**src/design/cdp_pkg.sv**
```systemverilog
// shared types and constants for the coin change dp block
// beat structs, controller command and status structs, mode and register codes
// no dependencies
`timescale 1ns / 1ps
`default_nettype none

package cdp_pkg;

	// fixed field widths
	localparam int VAL_W    = 10;
	localparam int CNT_W    = 10;
	localparam int SLOT_W   = 3;
	localparam int KINDS_W  = 4;
	localparam int PDATA_W  = 32;
	localparam int PADDR_W  = 3;

	// beat modes
	localparam logic MODE_LOAD   = 1'b0;
	localparam logic MODE_CHANGE = 1'b1;

	// register index, taken from paddr[2]
	localparam logic REG_COIN_KINDS = 1'b0;

	typedef struct packed {
		logic              mode;
		logic [SLOT_W-1:0] coin_slot;
		logic [VAL_W-1:0]  coin_value;
		logic [VAL_W-1:0]  amount;
	} in_beat_t;

	typedef struct packed {
		logic [VAL_W-1:0] denomination;
		logic [CNT_W-1:0] coins_used;
		logic             last;
	} out_beat_t;

	// controller to datapath
	typedef struct packed {
		logic load_coin;
		logic start;
		logic row0_wr;
		logic fill_issue;
		logic next_row;
		logic tb_load;
		logic tb_cur;
		logic tb_issue;
		logic tb_eval;
		logic emit_init;
		logic emit_pop;
	} cmd_t;

	// datapath to controller
	typedef struct packed {
		logic n_zero;
		logic j_last;
		logic row_is_n;
		logic tb_done;
		logic emit_last;
		logic out_free;
	} sts_t;

endpackage

`default_nettype wire

```
**src/design/cdp_ctrl.sv**
```systemverilog
// sequencer for the coin change block: table fill, traceback, result emit
// depends on cdp_pkg
`timescale 1ns / 1ps
`default_nettype none

module cdp_ctrl (
	input  logic          clk,
	input  logic          arst_n,
	input  logic          in_accept,
	input  logic          in_mode,
	input  cdp_pkg::sts_t sts,
	output cdp_pkg::cmd_t cmd,
	output logic          busy
);
	import cdp_pkg::*;

	typedef enum logic [9:0] {
		ST_IDLE     = 10'b0000000001,
		ST_ROW0     = 10'b0000000010,
		ST_FILL     = 10'b0000000100,
		ST_DRAIN    = 10'b0000001000,
		ST_TB_LOAD  = 10'b0000010000,
		ST_TB_CUR   = 10'b0000100000,
		ST_TB_ISSUE = 10'b0001000000,
		ST_TB_EVAL  = 10'b0010000000,
		ST_EMIT_SET = 10'b0100000000,
		ST_EMIT     = 10'b1000000000
	} state_t;

	state_t state_q;
	state_t state_nxt;

	// next state and commands
	always_comb begin
		state_nxt = state_q;
		cmd       = '0;
		case (state_q)
			ST_IDLE: begin
				if (in_accept) begin
					if (in_mode == MODE_LOAD) begin
						cmd.load_coin = 1'b1;
					end else begin
						cmd.start = 1'b1;
						if (!sts.n_zero) state_nxt = ST_ROW0;
					end
				end
			end
			ST_ROW0: begin
				cmd.row0_wr = 1'b1;
				if (sts.j_last) begin
					cmd.next_row = 1'b1;
					state_nxt    = ST_FILL;
				end
			end
			ST_FILL: begin
				cmd.fill_issue = 1'b1;
				if (sts.j_last) state_nxt = ST_DRAIN;
			end
			ST_DRAIN: begin
				if (sts.row_is_n) begin
					state_nxt = ST_TB_LOAD;
				end else begin
					cmd.next_row = 1'b1;
					state_nxt    = ST_FILL;
				end
			end
			ST_TB_LOAD: begin
				cmd.tb_load = 1'b1;
				state_nxt   = ST_TB_CUR;
			end
			ST_TB_CUR: begin
				cmd.tb_cur = 1'b1;
				state_nxt  = ST_TB_ISSUE;
			end
			ST_TB_ISSUE: begin
				cmd.tb_issue = 1'b1;
				state_nxt    = ST_TB_EVAL;
			end
			ST_TB_EVAL: begin
				cmd.tb_eval = 1'b1;
				state_nxt   = sts.tb_done ? ST_EMIT_SET : ST_TB_ISSUE;
			end
			ST_EMIT_SET: begin
				cmd.emit_init = 1'b1;
				state_nxt     = ST_EMIT;
			end
			ST_EMIT: begin
				if (sts.out_free) begin
					cmd.emit_pop = 1'b1;
					if (sts.emit_last) state_nxt = ST_IDLE;
				end
			end
			default: begin
				state_nxt = ST_IDLE;
			end
		endcase
	end

	// state register
	always_ff @(posedge clk or negedge arst_n) begin
		if (!arst_n) begin
			state_q <= ST_IDLE;
		end else begin
			state_q <= state_nxt;
		end
	end

	assign busy = (state_q != ST_IDLE);

endmodule

`default_nettype wire

```
**config.mk**
```make
export PLATFORM = sky130hd
export DESIGN_NAME = cdp_ctrl
export DESIGN_NICKNAME = d
export VERILOG_FILES = /design/src/design/cdp_pkg.sv /design/src/design/cdp_ctrl.sv
export SDC_FILE = /design/constraint.sdc
export NUM_CORES = 1
export LEC_CHECK = 0
export BUFFER_PORTS_ARGS = -buffer_cell sky130_fd_sc_hd__buf_4
export CAP_MARGIN = 15
export CORE_MARGIN = 10
export CORE_UTILIZATION = 41
export CTS_BUF_LIST = sky130_fd_sc_hd__clkbuf_4
export CTS_CLUSTER_SIZE = 10
export DETAILED_ROUTE_END_ITERATION = 6
export GPL_ROUTABILITY_DRIVEN = 1
export MAX_ROUTING_LAYER = met4
export PLACE_DENSITY_LB_ADDON = 0.12
export RECOVER_POWER = 50
export REMOVE_ABC_BUFFERS = 1
export SETUP_SLACK_MARGIN = 0.2
export SLEW_MARGIN = 0
export SYNTH_ARGS = -nofsm -noshare
export SYNTH_HDL_FRONTEND = slang
export SYNTH_SLANG_ARGS = --single-unit
export TNS_END_PERCENT = 30
```
**constraint.sdc**
```tcl
create_clock -name clk -period 7.22 [get_ports clk]
set_input_delay 1.805 -clock clk [delete_from_list [all_inputs] [get_ports clk]]
set_output_delay 1.805 -clock clk [all_outputs]
set_load 0.01 [all_outputs]
```
==> metrics.txt <==
Least-Margin Pin Slew=557 ps; clk sinks=10; Regs by FF count=state_q: 10 flops; Fmax achieved=231 MHz; vias in the first global route=621; top cells by count, synth=9 x dfrtp_1, 8 x nand2_1, 7 x nor4_1, 6 x nor2_1, 6 x nor3_1; Iter 0 DRT Violations=15; vias per cell=5.65; Yosys cell types=36; CP Max Fanout=2; Syn Area/Cell=8.14 µm²; Post-DP HPWL=1.37 mm; WHS Path Cells=1; final setup fails=0; hold path start=state_q[6]$_DFFE_PN0P_; Fillers=163; Async SR Flop Fraction=100%; Yosys top cell area share=32.5%; CTS Hold Bufs=0; GPL Wtd Cong=0.786; I/O pin count=22; Flop pwr share=39.8%; MaxCap Viol Count=0; die area=3730 µm²; post-route insts no fill=118; first-pass GRT wire length=2.75 mm; Clock Latency Late Sink=270 ps; clk root buf=clkbuf_4; Psw=0.0567 mW; DP Worst Slack=2870 ps; Worst Skew=3.70 ps; top post-synthesis cells by area=dfrtp_1 33%, nor4_1 6.3%, nor3_1 4.3%, nand2_1 4.3%, dfstp_2 3.8%; crit end category=output pin; RSZ-0062 raised after global routing=false; final hold violations=0; Final WS setup=2890 ps; worst setup path category=input port to output pin; Peak VDD IR=0.000119 V; reg-to-reg startpoint=state_q[5]$_DFFE_PN0P_; Worst Path Arrival=2520 ps; minimum clock period=4330 ps; Slew Limit Fails=0; Yosys reg bits=10; Finished Core Util=54.6%; Ys Warns=0; combinational share of power=33.6%; pwr dens=198 nW/µm²; Mapped Cells=85; total power=0.169 mW; setup_tns=0 ps; Hold WS=605 ps; Worst R2R Setup Slack=5260 ps; DP Cell Count=114; std cell rows=14; largest net degree at the start of global routing=14; number of buffers created by CTS=3; DP Area=828 µm²; Port Buffer Count=21; clock share of power=26.6%; worst hold path type=flop to flop; area of the multi-input gates=384 µm²; Largest Register=state_q; Startpoint Class=input port; Via Count=667; ys flop type=dfrtp_1; Max-slew headroom=62.9%; PostCTS Resize Cnt=0; count leader, synth=dfrtp_1; drt drc=0; drt pass-1 iters=4; post-CTS setup buffer count=0; Routed Wire Length=1.74 mm; core area=1560 µm²; status=finished clean; internal power=0.112 mW; hold endpoint=state_q[5]$_DFFE_PN0P_; CTS tree=yes; post-synthesis cell area=692 µm²; largest area contributor in the netlist=dfrtp_1; initial antenna violation count=0; sequential share of the synthesized area=36.3%; htree depth=1; total grt overflow=0; DR WL/cell=14.8 µm; Die Y=61.1 µm; static leakage=0.418 nW; Final period util=60.0%; sw frac=33.6%; worst r2r path cells=5; Final Instance Area=851 µm²; Post-synth EDFFs=0; Register Area=251 µm²; CTS Buffer Depth=2; area grow syn2layout=23.0%; layout cells sized above 1=27.5%; clk slew on worst S/H paths=70 ps; Initial Utilization=44.4%; final antenna-violating net count=0; All-Layer GR Usage=9.98%; Chip Width=61.1 µm; worst r2r dst=state_q[0]$_DFFE_PN1P_; Data required, critical path=5410 ps; Ant. Diodes=0; Nets=113; Largest register FFs=10
==> worst max-delay path by stage <==
stage                     startpoint     end  slack (ps)  cells past startpoint
final                         sts[3]  cmd[6]        2890                      5
after floorplan               sts[3]  cmd[6]        3080                      3
after global routing          sts[3]  cmd[6]        2770                      5
after global placement        sts[3]  cmd[6]        2940                      5
after CTS                     sts[3]  cmd[6]        2860                      5
after detailed placement      sts[3]  cmd[6]        2870                      5
==> area by class of cell <==
cell class                 instances  share of cell area, %
multi-input combinational         63                   45.1
sequential                        10                   29.6
timing repair buffer              21                   17.6
clock buffer                       4                   3.53
tap                               16                   2.35
inverter                           4                   1.76
==> cell usage in the layout, fill, tap and decap left out, drive strengths merged, types with 3 or more instances in the layout <==
cell	count
nor4	7
inv	3
clkbuf	9
nor3	6
buf	16
nand2b	3
and3	3
nor2	7
nand2	8
or4	3
dfrtp	9
==> per-layer routing <==
| metal | vias to the layer above | track usage (%) | share of wire, % |
|---|---|---|---|
| met5 | - | - | 0 |
| met4 | 0 | 2.93 | 0.57 |
| met3 | 2 | 5.14 | 9.9 |
| met2 | 22 | 15.4 | 44 |
| met1 | 302 | 11.0 | 45 |
| li1 | 341 | - | - |
==> kinds of logic after synthesis <==
kind of cell	after synthesis	share of synthesized area, %
AO/OA/AOI/OAI	12	12.1
XOR/XNOR	2	2.53
buffers and inverters	12	8.14
flip-flops	10	36.3
AND/OR/NAND/NOR	49	40.9
==> worst max-delay path, stage by stage <==
cell and delay [ps]:
clkbuf_4 110, nor3b_1 170, a21oi_1 60, nor3_1 200, buf_4 170
==> power by group through the flow <==
stage | clock network [mW] | registers, mW | logic, mW
after floorplan | 0 | 0.0660 | 0.0379
after global placement | 0 | 0.0678 | 0.0573
after detailed placement | 0 | 0.0679 | 0.0582
after CTS | 0.0468 | 0.0669 | 0.0583
after global routing | 0.0487 | 0.0678 | 0.0640
final | 0.0448 | 0.0671 | 0.0567
(Power assumes the default switching activity.)
